===== src/rtl/tsln_pkg.sv =====
// tsln_pkg: shared constants, register codes and byte rendering for the
// text stream line number / show nonprint filter. No dependencies.
package tsln_pkg;

	// Line number field
	localparam int unsigned DefaultDigits = 6;
	localparam int unsigned FieldCap      = 7;
	localparam int unsigned CountMax      = 1048575;   // largest 20-bit count
	localparam int unsigned BodyMax       = 4;         // M-^X is the longest body

	// Character codes
	localparam logic [7:0] CHR_TAB    = 8'h09;
	localparam logic [7:0] CHR_NL     = 8'h0A;
	localparam logic [7:0] CHR_SPACE  = 8'h20;
	localparam logic [7:0] CHR_DOLLAR = 8'h24;
	localparam logic [7:0] CHR_DASH   = 8'h2D;
	localparam logic [7:0] CHR_ZERO   = 8'h30;
	localparam logic [7:0] CHR_CAPI   = 8'h49;
	localparam logic [7:0] CHR_CAPM   = 8'h4D;
	localparam logic [7:0] CHR_CARET  = 8'h5E;
	localparam logic [7:0] DEL_CODE   = 8'd127;
	localparam logic [7:0] CARET_OFS  = 8'd64;

	// Numbering modes (code 3 behaves as off)
	localparam logic [1:0] MODE_OFF      = 2'd0;
	localparam logic [1:0] MODE_ALL      = 2'd1;
	localparam logic [1:0] MODE_NONEMPTY = 2'd2;
	localparam logic [1:0] MODE_SPARE    = 2'd3;

	// Configuration register indexes
	typedef enum logic [2:0] {
		REG_NUMBER_MODE   = 3'd0,
		REG_SQUEEZE_BLANK = 3'd1,
		REG_SHOW_ENDS     = 3'd2,
		REG_SHOW_TABS     = 3'd3,
		REG_SHOW_NONPRINT = 3'd4
	} cfg_reg_t;

	// Rendered body of one byte
	typedef struct packed {
		logic [BodyMax-1:0][7:0] b;
		logic [2:0]              len;
	} body_t;

	// Render a 7-bit value as control, DEL or printable form
	function automatic body_t render_low(input logic [6:0] c, input body_t pre,
			input logic [1:0] at);
		body_t r;
		r = pre;
		if (c < 7'd32) begin
			r.b[at]        = CHR_CARET;
			r.b[at + 2'd1] = {1'b0, c} + CARET_OFS;
			r.len          = 3'({1'b0, at}) + 3'd2;
		end else if ({1'b0, c} == DEL_CODE) begin
			r.b[at]        = CHR_CARET;
			r.b[at + 2'd1] = {1'b0, c} - CARET_OFS;
			r.len          = 3'({1'b0, at}) + 3'd2;
		end else begin
			r.b[at] = {1'b0, c};
			r.len   = 3'({1'b0, at}) + 3'd1;
		end
		return r;
	endfunction

	// Render one input byte under the tab and nonprint options
	function automatic body_t render_body(input logic [7:0] c, input logic tabs,
			input logic nonprint);
		body_t r;
		r = '0;
		if (c == CHR_TAB) begin
			if (tabs) begin
				r.b[0] = CHR_CARET;
				r.b[1] = CHR_CAPI;
				r.len  = 3'd2;
			end else begin
				r.b[0] = CHR_TAB;
				r.len  = 3'd1;
			end
		end else if (c == CHR_NL || !nonprint) begin
			r.b[0] = c;
			r.len  = 3'd1;
		end else if (c[7]) begin
			r.b[0] = CHR_CAPM;
			r.b[1] = CHR_DASH;
			r      = render_low(c[6:0], r, 2'd2);
		end else begin
			r = render_low(c[6:0], r, 2'd0);
		end
		return r;
	endfunction

endpackage


===== src/rtl/text_stream_line_number_show_nonprint_unit.sv =====
// Text stream filter top level: numbering, blank squeezing, end marks and
// visible control bytes. Depends on tsln_pkg.
//
// Usage:
//   s_axis carries one text byte per word (tdata = in_byte, tuser = file_start).
//   m_axis carries the expanded text, one byte per word (tdata = out_byte);
//   tlast marks the final byte produced by one input word.
//   The APB port holds five option registers at byte addresses 0,4,8,12,16:
//   number_mode, squeeze_blank, show_ends, show_tabs, show_nonprint.
// Flow:
//   An accepted word is held in the input register until the output shift
//   register is free, is expanded in one pass into that register, and its
//   first byte is then shown on m_axis. The output shift register sends one
//   byte per cycle while m_axis_tready is high; an item expands to 1 to 11
//   bytes with six digits (field width plus one extra for a number or blank
//   field); a squeezed newline shows nothing. The next word loads as the
//   last byte leaves.
// Reset and stall:
//   Reset clears options, sets the line count to one and marks a line start.
//   When m_axis stalls the current byte holds; one further input word is
//   taken into the input register, then s_axis_tready drops.
module text_stream_line_number_show_nonprint_unit #(
	parameter int unsigned NUMBER_DIGITS = tsln_pkg::DefaultDigits
) (
	input  logic        clk,
	input  logic        arst_n,
	// input stream
	input  logic        s_axis_tvalid,
	output logic        s_axis_tready,
	input  logic [7:0]  s_axis_tdata,   // [7:0] in_byte
	input  logic [0:0]  s_axis_tuser,   // [0] file_start
	// output stream
	output logic        m_axis_tvalid,
	input  logic        m_axis_tready,
	output logic [7:0]  m_axis_tdata,   // [7:0] out_byte
	output logic        m_axis_tlast,
	// configuration
	input  logic        psel,
	input  logic        penable,
	input  logic        pwrite,
	input  logic [4:0]  paddr,
	input  logic [31:0] pwdata,
	output logic [31:0] prdata,
	output logic        pready
);

	localparam int unsigned FW = (NUMBER_DIGITS < 1) ? 1 :
		((NUMBER_DIGITS > tsln_pkg::FieldCap) ? tsln_pkg::FieldCap : NUMBER_DIGITS);
	localparam int unsigned LimV = ((10 ** FW) - 1 > tsln_pkg::CountMax) ?
		tsln_pkg::CountMax : (10 ** FW) - 1;
	localparam int unsigned PreLen = FW + 1;
	localparam int unsigned MaxRun = PreLen + tsln_pkg::BodyMax;
	localparam int unsigned RemW   = $clog2(MaxRun + 1);
	localparam int unsigned CntW   = 4 * FW;

	// option registers
	logic [1:0] number_mode_q;
	logic       squeeze_blank_q;
	logic       show_ends_q;
	logic       show_tabs_q;
	logic       show_nonprint_q;

	// input register
	logic       valid_s1;
	logic [7:0] byte_s1;
	logic       first_s1;

	// line state
	logic [FW-1:0][3:0] count_q;
	logic [1:0]         nlrun_q;

	// output shift register
	logic [MaxRun-1:0][7:0] run_q;
	logic [RemW-1:0]        rem_q;

	logic [FW-1:0][3:0] lim_dig;
	logic [FW-1:0][3:0] cnt_eff;
	logic [FW-1:0][3:0] cnt_inc;
	logic [FW-1:0][3:0] cnt_next;
	logic [1:0]         run_eff;
	logic [1:0]         nlrun_next;
	logic               is_nl;
	logic               at_start;
	logic               squeezed;
	logic               num_on;
	logic               blank_on;
	logic               dol_on;
	logic               cnt_sat;
	logic [FW-1:0]      digit_blank;
	logic [PreLen-1:0][7:0]  pre;
	logic [MaxRun-1:0][7:0]  run_d;
	logic [RemW-1:0]         len_d;
	tsln_pkg::body_t         body;
	logic               buf_free;
	logic               advance;
	logic               cfg_wr;
	tsln_pkg::cfg_reg_t cfg_sel;

	// limit digits, worked out at elaboration
	for (genvar g = 0; g < FW; g++) begin : g_lim
		localparam logic [3:0] LD = 4'((LimV / (10 ** g)) % 10);
		assign lim_dig[g] = LD;
	end

	// configuration port
	assign pready  = 1'b1;
	assign cfg_sel = tsln_pkg::cfg_reg_t'(paddr[4:2]);
	assign cfg_wr  = psel && penable && pwrite && pready;

	always_ff @(posedge clk or negedge arst_n) begin
		if (!arst_n) begin
			number_mode_q   <= tsln_pkg::MODE_OFF;
			squeeze_blank_q <= 1'b0;
			show_ends_q     <= 1'b0;
			show_tabs_q     <= 1'b0;
			show_nonprint_q <= 1'b0;
		end else if (cfg_wr) begin
			case (cfg_sel)
				tsln_pkg::REG_NUMBER_MODE:   number_mode_q   <= pwdata[1:0];
				tsln_pkg::REG_SQUEEZE_BLANK: squeeze_blank_q <= pwdata[0];
				tsln_pkg::REG_SHOW_ENDS:     show_ends_q     <= pwdata[0];
				tsln_pkg::REG_SHOW_TABS:     show_tabs_q     <= pwdata[0];
				tsln_pkg::REG_SHOW_NONPRINT: show_nonprint_q <= pwdata[0];
				default: ;
			endcase
		end
	end

	always_comb begin
		case (cfg_sel)
			tsln_pkg::REG_NUMBER_MODE:   prdata = {30'd0, number_mode_q};
			tsln_pkg::REG_SQUEEZE_BLANK: prdata = {31'd0, squeeze_blank_q};
			tsln_pkg::REG_SHOW_ENDS:     prdata = {31'd0, show_ends_q};
			tsln_pkg::REG_SHOW_TABS:     prdata = {31'd0, show_tabs_q};
			tsln_pkg::REG_SHOW_NONPRINT: prdata = {31'd0, show_nonprint_q};
			default:                     prdata = '0;
		endcase
	end

	// handshakes
	assign m_axis_tvalid = (rem_q != '0);
	assign m_axis_tlast  = (rem_q == RemW'(1));
	assign m_axis_tdata  = run_q[0];
	assign buf_free      = (rem_q == '0) || (m_axis_tready && m_axis_tlast);
	assign advance       = valid_s1 && buf_free;
	assign s_axis_tready = !valid_s1 || advance;

	// hold the accepted word
	always_ff @(posedge clk or negedge arst_n) begin
		if (!arst_n) begin
			valid_s1 <= 1'b0;
		end else if (s_axis_tready) begin
			valid_s1 <= s_axis_tvalid;
		end
	end

	always_ff @(posedge clk) begin
		if (s_axis_tready && s_axis_tvalid) begin
			byte_s1  <= s_axis_tdata;
			first_s1 <= s_axis_tuser[0];
		end
	end

	// line state seen by this word, after a file restart
	always_comb begin
		cnt_eff = count_q;
		run_eff = nlrun_q;
		if (first_s1) begin
			cnt_eff    = '0;
			cnt_eff[0] = 4'd1;
			run_eff    = 2'd1;
		end
		is_nl    = (byte_s1 == tsln_pkg::CHR_NL);
		at_start = (run_eff != 2'd0);
		squeezed = is_nl && squeeze_blank_q && (run_eff == 2'd2);
		num_on   = at_start && ((number_mode_q == tsln_pkg::MODE_ALL) ||
			(number_mode_q == tsln_pkg::MODE_NONEMPTY && !is_nl));
		dol_on   = is_nl && show_ends_q;
		blank_on = dol_on && at_start && (number_mode_q == tsln_pkg::MODE_NONEMPTY);
		cnt_sat  = (cnt_eff == lim_dig);
	end

	// decimal increment of the line count
	always_comb begin
		logic carry;
		carry = 1'b1;
		for (int i = 0; i < FW; i++) begin
			if (carry && cnt_eff[i] == 4'd9) begin
				cnt_inc[i] = 4'd0;
			end else begin
				cnt_inc[i] = cnt_eff[i] + 4'(carry);
				carry      = 1'b0;
			end
		end
		cnt_next   = (num_on && !cnt_sat) ? cnt_inc : cnt_eff;
		nlrun_next = is_nl ? ((run_eff == 2'd2) ? 2'd2 : run_eff + 2'd1) : 2'd0;
	end

	// number field: leading zeros shown as spaces, units always shown unless the field is blank
	always_comb begin
		logic upper_zero;
		upper_zero = 1'b1;
		for (int j = FW - 1; j >= 0; j--) begin
			upper_zero     = upper_zero && (cnt_eff[j] == 4'd0);
			digit_blank[j] = upper_zero && (j != 0);
		end
		for (int k = 0; k < FW; k++) begin
			if (blank_on || digit_blank[FW-1-k]) begin
				pre[k] = tsln_pkg::CHR_SPACE;
			end else begin
				pre[k] = tsln_pkg::CHR_ZERO + {4'd0, cnt_eff[FW-1-k]};
			end
		end
		pre[FW] = tsln_pkg::CHR_TAB;
	end

	// assemble the byte run: prefix, end mark, body
	always_comb begin
		int p;
		int d;
		int k;
		body = tsln_pkg::render_body(byte_s1, show_tabs_q, show_nonprint_q);
		p    = (num_on || blank_on) ? PreLen : 0;
		d    = dol_on ? 1 : 0;
		for (int i = 0; i < MaxRun; i++) begin
			k = i - p - d;
			if (i < p) begin
				run_d[i] = pre[i];
			end else if (i == p && dol_on) begin
				run_d[i] = tsln_pkg::CHR_DOLLAR;
			end else if (k >= 0 && k < tsln_pkg::BodyMax) begin
				run_d[i] = body.b[k[1:0]];
			end else begin
				run_d[i] = 8'd0;
			end
		end
		len_d = squeezed ? '0 : RemW'(p + d) + RemW'(body.len);
	end

	// advance line state when a word is expanded and not squeezed
	always_ff @(posedge clk or negedge arst_n) begin
		if (!arst_n) begin
			count_q <= CntW'(1);
			nlrun_q <= 2'd1;
		end else if (advance && !squeezed) begin
			count_q <= cnt_next;
			nlrun_q <= nlrun_next;
		end
	end

	// load or shift the output run
	always_ff @(posedge clk or negedge arst_n) begin
		if (!arst_n) begin
			rem_q <= '0;
		end else if (advance) begin
			rem_q <= len_d;
		end else if (m_axis_tvalid && m_axis_tready) begin
			rem_q <= rem_q - RemW'(1);
		end
	end

	always_ff @(posedge clk) begin
		if (advance) begin
			run_q <= run_d;
		end else if (m_axis_tvalid && m_axis_tready) begin
			for (int i = 0; i < MaxRun - 1; i++) begin
				run_q[i] <= run_q[i+1];
			end
			run_q[MaxRun-1] <= 8'd0;
		end
	end

endmodule


===== config.mk =====
export PLATFORM = sky130hd
export DESIGN_NAME = text_stream_line_number_show_nonprint_unit
export DESIGN_NICKNAME = d
export VERILOG_FILES = /design/src/rtl/tsln_pkg.sv /design/src/rtl/text_stream_line_number_show_nonprint_unit.sv
export SDC_FILE = /design/constraint.sdc
export NUM_CORES = 1
export LEC_CHECK = 0
export ABC_AREA = 1
export BUFFER_PORTS_ARGS = -buffer_cell sky130_fd_sc_hd__buf_2
export CORE_MARGIN = 5
export CORE_UTILIZATION = 60
export DETAILED_ROUTE_END_ITERATION = 8
export GPL_TIMING_DRIVEN = 0
export PLACE_DENSITY = 0.84
export SYNTH_ARGS = -nofsm -noshare
export SYNTH_HDL_FRONTEND = slang
export SYNTH_SLANG_ARGS = --single-unit

===== constraint.sdc =====
create_clock -name clk -period 3.8 [get_ports clk]
set_input_delay 0.19 -clock clk [delete_from_list [all_inputs] [get_ports clk]]
set_output_delay 0.19 -clock clk [all_outputs]
set_load 0.02 [all_outputs]

---- Word level (Yosys, flattened, before mapping) ----
Index checks and enable logic that the tools add are counted.
cells by class
  add/subtract/negate cells ............... 40
  $lt $le $gt $ge ......................... 45
  equality and inequality tests ........... 28
  multiplexer cells ....................... 99
  reduce and logical (&&, ||, !) cells .... 77
operators with widths
  cell                  number
  $mux 8                45
  $lt 32x3->1 const B   11
  $bmux 8 s2            11
  $mux 88               2
  $mux 24               3
  $mux 7                8
  $logic_and 1x1->1     46
  $add 6x4->7 const A   6
  $ge 5x1->1 const B    8
  $sub 4x2->5           8
  $mux 19               2
  $mux 4                9
  $mux 35               1
  $lt 2x3->1 const B    11
  $logic_not 32->1      1
  $mux 16               2
  $eq 24x24->1 const B  1
  $eq 4x4->1 const B    6
  $logic_not 4->1       6
  $add 4x1->4           5
  $mux 10               2
  $ge 6x1->1 const B    3
  $sub 5x2->6           3
  $eq 8x4->1 const B    2
  other kinds (38)      87
storage, ports and cells
  bits in registers ....................... 134
  bits of input ports ..................... 53
  output and inout bits ................... 44
  logic and storage cells ................. 316

---- Longest topological paths before layout ----
  depth in word-level cells ............... 15
  gate-level depth with buffers ........... 18
  gate-level depth less buffers ........... 15

---- Worst setup path before layout ----
No wires, ideal clock.
  path type ............................... register to register
  start point ............................. register first_s1
  end point ............................... register run_q[83] (netlist name) (data pin)
  setup time .............................. 0.255 ns
  data arrival time ....................... 2.826 ns
  required time ........................... 3.545 ns
  slack ................................... 0.719 ns
  cell stages (with the launch flop) ...... 17
  path buffers ............................ 4
  clock period less this slack ............ 3.081 ns
  cell sequence ........................... edfxtp_1 buf_6 buf_2 nor2_1 inv_1 ha_1 nor2_1 a21o_1 buf_6 a21oi_4 ha_1 inv_1 buf_1 nand3_1 nand3_1 o21ai_0 and2_1
between the ends
  word-level cells in the longest chain between the ends .. 14
  elaborated cells on any way between the ends .. 20
  classes of those cells .................. 2 x add/sub; 2 x order compare; 1 x eq/ne; 8 x mux; 7 x reduce/logical
RTL lines
  element                                      line                                                                                                  source
  start: declaration                           text_stream_line_number_show_nonprint_unit.sv:66                                                      logic first_s1;
  start signal: assignment                     text_stream_line_number_show_nonprint_unit.sv:160                                                     first_s1 <= s_axis_tuser[0];
  $mux 2 *                                     text_stream_line_number_show_nonprint_unit.sv:168                                                     if (first_s1) begin
  $reduce_bool 2->1 *                          text_stream_line_number_show_nonprint_unit.sv:174                                                     at_start = (run_eff != 2'd0);
  $logic_and 1x1->1 (2 in series)              text_stream_line_number_show_nonprint_unit.sv:179                                                     blank_on = dol_on && at_start && (number_mode_q == tsln_pkg::MODE_NONEMPTY);
  $logic_or 1x1->1 *                           text_stream_line_number_show_nonprint_unit.sv:223                                                     p = (num_on || blank_on) ? PreLen : 0;
  $mux 3 *                                     text_stream_line_number_show_nonprint_unit.sv:223
  $sub 4x3->5                                  text_stream_line_number_show_nonprint_unit.sv:226                                                     k = i - p - d;
  $sub 5x2->6                                  text_stream_line_number_show_nonprint_unit.sv:226
  $lt 32x3->1 (tied with other cells)          text_stream_line_number_show_nonprint_unit.sv:231                                                     end else if (k >= 0 && k < tsln_pkg::BodyMax) begin
  $logic_and 1x1->1 or $mux 8 (tied branches)  text_stream_line_number_show_nonprint_unit.sv:231, text_stream_line_number_show_nonprint_unit.sv:232
  $mux 8                                       text_stream_line_number_show_nonprint_unit.sv:231
  $mux 8 *                                     text_stream_line_number_show_nonprint_unit.sv:229                                                     end else if (i == p && dol_on) begin
  $mux 8 *                                     text_stream_line_number_show_nonprint_unit.sv:227                                                     if (i < p) begin
  $mux 88 *                                    text_stream_line_number_show_nonprint_unit.sv:263                                                     if (advance) begin
  end signal: assignment                       text_stream_line_number_show_nonprint_unit.sv:264                                                     run_q <= run_d;
  end signal: indexed assignment               text_stream_line_number_show_nonprint_unit.sv:267                                                     run_q[i] <= run_q[i+1];
  end: declaration                             text_stream_line_number_show_nonprint_unit.sv:73                                                      logic [MaxRun-1:0][7:0] run_q;
Mark *: on every way between the ends. The rest lies on a longest branch, timed or not. The select of a mux whose other input is x is not followed.
A chain may end at the register's enable or synchronous reset.

---- Final worst setup path ----
  start point ............................. register first_s1
  end point ............................... register run_q, in the netlist m_axis_tdata[5] (data pin)
between the ends
  word-level cells in the longest chain between the ends .. 14
  elaborated cells on any way between the ends .. 26
  classes of those cells .................. 3 x add/sub; 3 x order compare; 10 x mux; 10 x reduce/logical
RTL lines
  element                                      line
  $mux 2                                       text_stream_line_number_show_nonprint_unit.sv:168
  $reduce_bool 2->1                            text_stream_line_number_show_nonprint_unit.sv:174
  $logic_and 1x1->1 (2 in series)              text_stream_line_number_show_nonprint_unit.sv:179
  $logic_or 1x1->1                             text_stream_line_number_show_nonprint_unit.sv:223
  $mux 3                                       text_stream_line_number_show_nonprint_unit.sv:223
  $sub 1x3->4                                  text_stream_line_number_show_nonprint_unit.sv:226
  $sub 4x2->5                                  text_stream_line_number_show_nonprint_unit.sv:226
  $lt 32x3->1 (tied with other cells)          text_stream_line_number_show_nonprint_unit.sv:231
  $logic_and 1x1->1 or $mux 8 (tied branches)  text_stream_line_number_show_nonprint_unit.sv:231, text_stream_line_number_show_nonprint_unit.sv:232
  $mux 8                                       text_stream_line_number_show_nonprint_unit.sv:231
  $mux 8                                       text_stream_line_number_show_nonprint_unit.sv:229
  $mux 8 *                                     text_stream_line_number_show_nonprint_unit.sv:227
  $mux 88 *                                    text_stream_line_number_show_nonprint_unit.sv:263
Marks and branches as above.

==> impl_metrics.yaml <==
outcome:
  outcome: "completed"
sta:
  fmax_ghz: 0.275
  grt_setup_unrepaired: "yes"
  layout_setup_ws_ns: 0.163
  slew_headroom: 0.417
  drv_slew: 0
  setup_violations: 0
  fin_crit_ns: 3.64
  fin_setup_tns_ns: 0
  fin_skew_ns: 0.00794
  finalCritPeriodShare: 0.957
  hold_violations: 0
  whs_ns: 0.0812
  worst_pin_slew_ns: 0.875
logic_synthesis:
  synthArstFlopShare: 0.276
  ys_types: 52
  synth_ff_type: "edfxtp_1"
  synth_area_sq_um: 8520
  synthCells: 1092
  ys_ff_latch: 134
  synth_edf_count: 97
  yosysWarningCount: 0
  seq_area_frac_synth: 0.451
  avgSynthCellArea_sq_um: 7.80
setup_path:
  cp_data_arrival_time_ns: 3.90
  critPathRequiredTime_ns: 4.06
  cp-start-kind: "register"
  critPathMaxFanout: 10
  cp-startpoint: "first_s1"
  ff2ff_path_depth: 17
  reg2reg_slack_ns: 0.16
  reg2reg_from: "first_s1"
  endpoint: "m_axis_tdata[5]"
  cp-end-kind: "register"
  path_class: "register to register"
  r2r_end: "m_axis_tdata[5]"
global_routing:
  antenna_found_initial: 0
  grt_max_degree: 75
  track_usage: 0.283
  grt_overflow: 0
  grt_pass1_vias: 7097
  grt_first_pass_wirelength_mm: 36.6
finish:
  utilization: 0.703
  antenna_cells: 0
  drive_gt1_frac: 0.135
  nets: 1264
  layout_common_cells: "nand2_1 (357), nand3_1 (101), edfxtp_1 (97)"
  syn2layout_area_growth_pct: 14.5
  final_common_cell: "nand2_1"
  design_area_sq_um: 9750
routing:
  via_count: 7917
  antenna_left: 0
  drc: 0
  viasPerCell: 5.75
  first_pass_iters: 8
  drtIter0Drc: 1100
  wirelength_mm: 22.8
  wire_per_inst_microns: 16.6
clock_network:
  clkTransAtPathRegs_ns: 0.06
  cts_buffer_depth: 2
  cts_sinks: 134
  cts_made_buffers: 17
  post-cts-setup-buffers: 0
  clkLatencyLatePin_ns: 0.43
  htree_num_levels: 4
  clockRootBuffer: "clkbuf_16"
  cts_tree: "done"
place:
  place_area_sq_um: 9050
  globalplace.congestion: 0.993
  place_ws_ns: -0.146
  place_hpwl_mm: 16.8
  portBuffers: 33
die:
  start_util: 0.613
  io_pins: 97
  die_width_microns: 129
  die-height_microns: 129
  core_area_sq_um: 13900
  die_area_sq_um: 16700
  rows: 43
power:
  ir_worst_vdd_mv: 0.519
  power_leakage_nw: 4.62
  power_density_nw_per_um2: 647
worst_hold_path:
  min_delay_path_depth: 3
  min_path_type: "input pin to register"
flow_run:
  cap_viol_max_count: 0
## state kept, by name, summed over array words and instances (netlist names)
register and count:
rem_q 4, number_mode_q 2, count_q 24, run_q 80, nlrun_q 2, show_nonprint_q 1, first_s1 1, squeeze_blank_q 1
show_ends_q 1, byte_s1 8, valid_s1 1, m_axis_tdata 8, show_tabs_q 1
## kinds of logic after synthesis
family / count (synthesis) / synth area share
DFF: 134 / 0.451
adders and majority gates: 26 / 0.0400
other: 2 / 0.000882
buffers and inverters: 173 / 0.101
muxes: 2 / 0.00264
xor gates and xnor gates: 8 / 0.00823
AOI/OAI and AO/OA: 145 / 0.0952
and+or+nand+nor: 602 / 0.301
## critical path: stages (launching register included)
cell and delay (ns):
edfxtp_1 0.37, buf_6 0.16, buf_2 0.19, nor2_1 0.16, inv_1 0.09, ha_1 0.21, nor2_1 0.28, a21o_1 0.19
buf_6 0.18, a21oi_4 0.09, ha_1 0.40, inv_1 0.11, clkbuf_2 0.20, o21ai_0 0.33, nand2_1 0.09, nand2_1 0.14
nand2_1 0.09, a21oi_1 0.18
## through the flow
step / total power, mW / instances
floorplan: 3.96 / 1121
global placement: 4.56 / 1334
detailed placement: 4.65 / 1335
CTS: 6.24 / 1378
global route: 6.66 / 1378
finish: 6.31 / 1378
## layer usage
metal  vias up  part of all wire  GRT usage  wire length [microns]
met5         -                 0          0                      0
met4         0             0.028      0.103                    632
met3        66              0.12     0.0532                   2730
met2       560              0.44      0.432                  10100
met1      3550              0.41      0.407                   9330
li1       3741                 -          -                      -
## power by group
| part | internal (mW) | switching [mW] | total, mW |
|---|---|---|---|
| Combinational | 0.737 | 1.62 | 2.35 |
| Clock | 0.955 | 0.640 | 1.59 |
| Sequential | 2.19 | 0.171 | 2.36 |
## layout make-up
cell class,instances,area (sq um)
Clock inverter,14,136
Buffer,79,515
Multi-Input combinational cell,814,3940
Sequential cell,134,3840
Fill cell,1117,4130
Tap cell,180,225
Timing Repair Buffer,46,313
Inverter,93,357
Clock buffer,18,429
## cell usage after synthesis, types with 5 or more instances
library cell / number / area share
nor3_1: 7 / 0.0041
xor2_1: 5 / 0.0051
buf_2: 9 / 0.0053
inv_2: 5 / 0.0022
a31oi_1: 7 / 0.0051
edfxtp_1: 97 / 0.34
buf_4: 41 / 0.036
buf_1: 7 / 0.0031
o21ai_0: 70 / 0.041
a21oi_1: 40 / 0.024
nor2_1: 98 / 0.043
o211ai_1: 10 / 0.0088
buf_6: 6 / 0.0079
inv_1: 83 / 0.037
clkbuf_1: 17 / 0.0075
dfrtp_1: 35 / 0.10
nand3_1: 101 / 0.059
nand2_1: 357 / 0.16
ha_1: 24 / 0.035
or2_2: 5 / 0.0037
nand4_1: 12 / 0.0088
## how the worst min path moves through the flow
stage	start	endpoint	slack [ns]
floorplan	arst_n	count_q[10]	-0.11
global placement	arst_n	count_q[19]	0.35
detailed placement	arst_n	count_q[21]	0.35
CTS	pwdata[0]	squeeze_blank_q	0.07
global route	pwdata[0]	show_tabs_q	0.11
finish	pwdata[0]	show_tabs_q	0.08
## repair_timing
| item | CTS | global route |
|---|---|---|
| endpoints found under the hold margin | 46 | 0 |
| hold buffers | 12 | 0 |
| pin swaps | 0 | 0 |
| endpoints found under the setup margin | 4 | 53 |
| resized for setup | 1 | 14 |
Power figures use the tool's default switching activity.
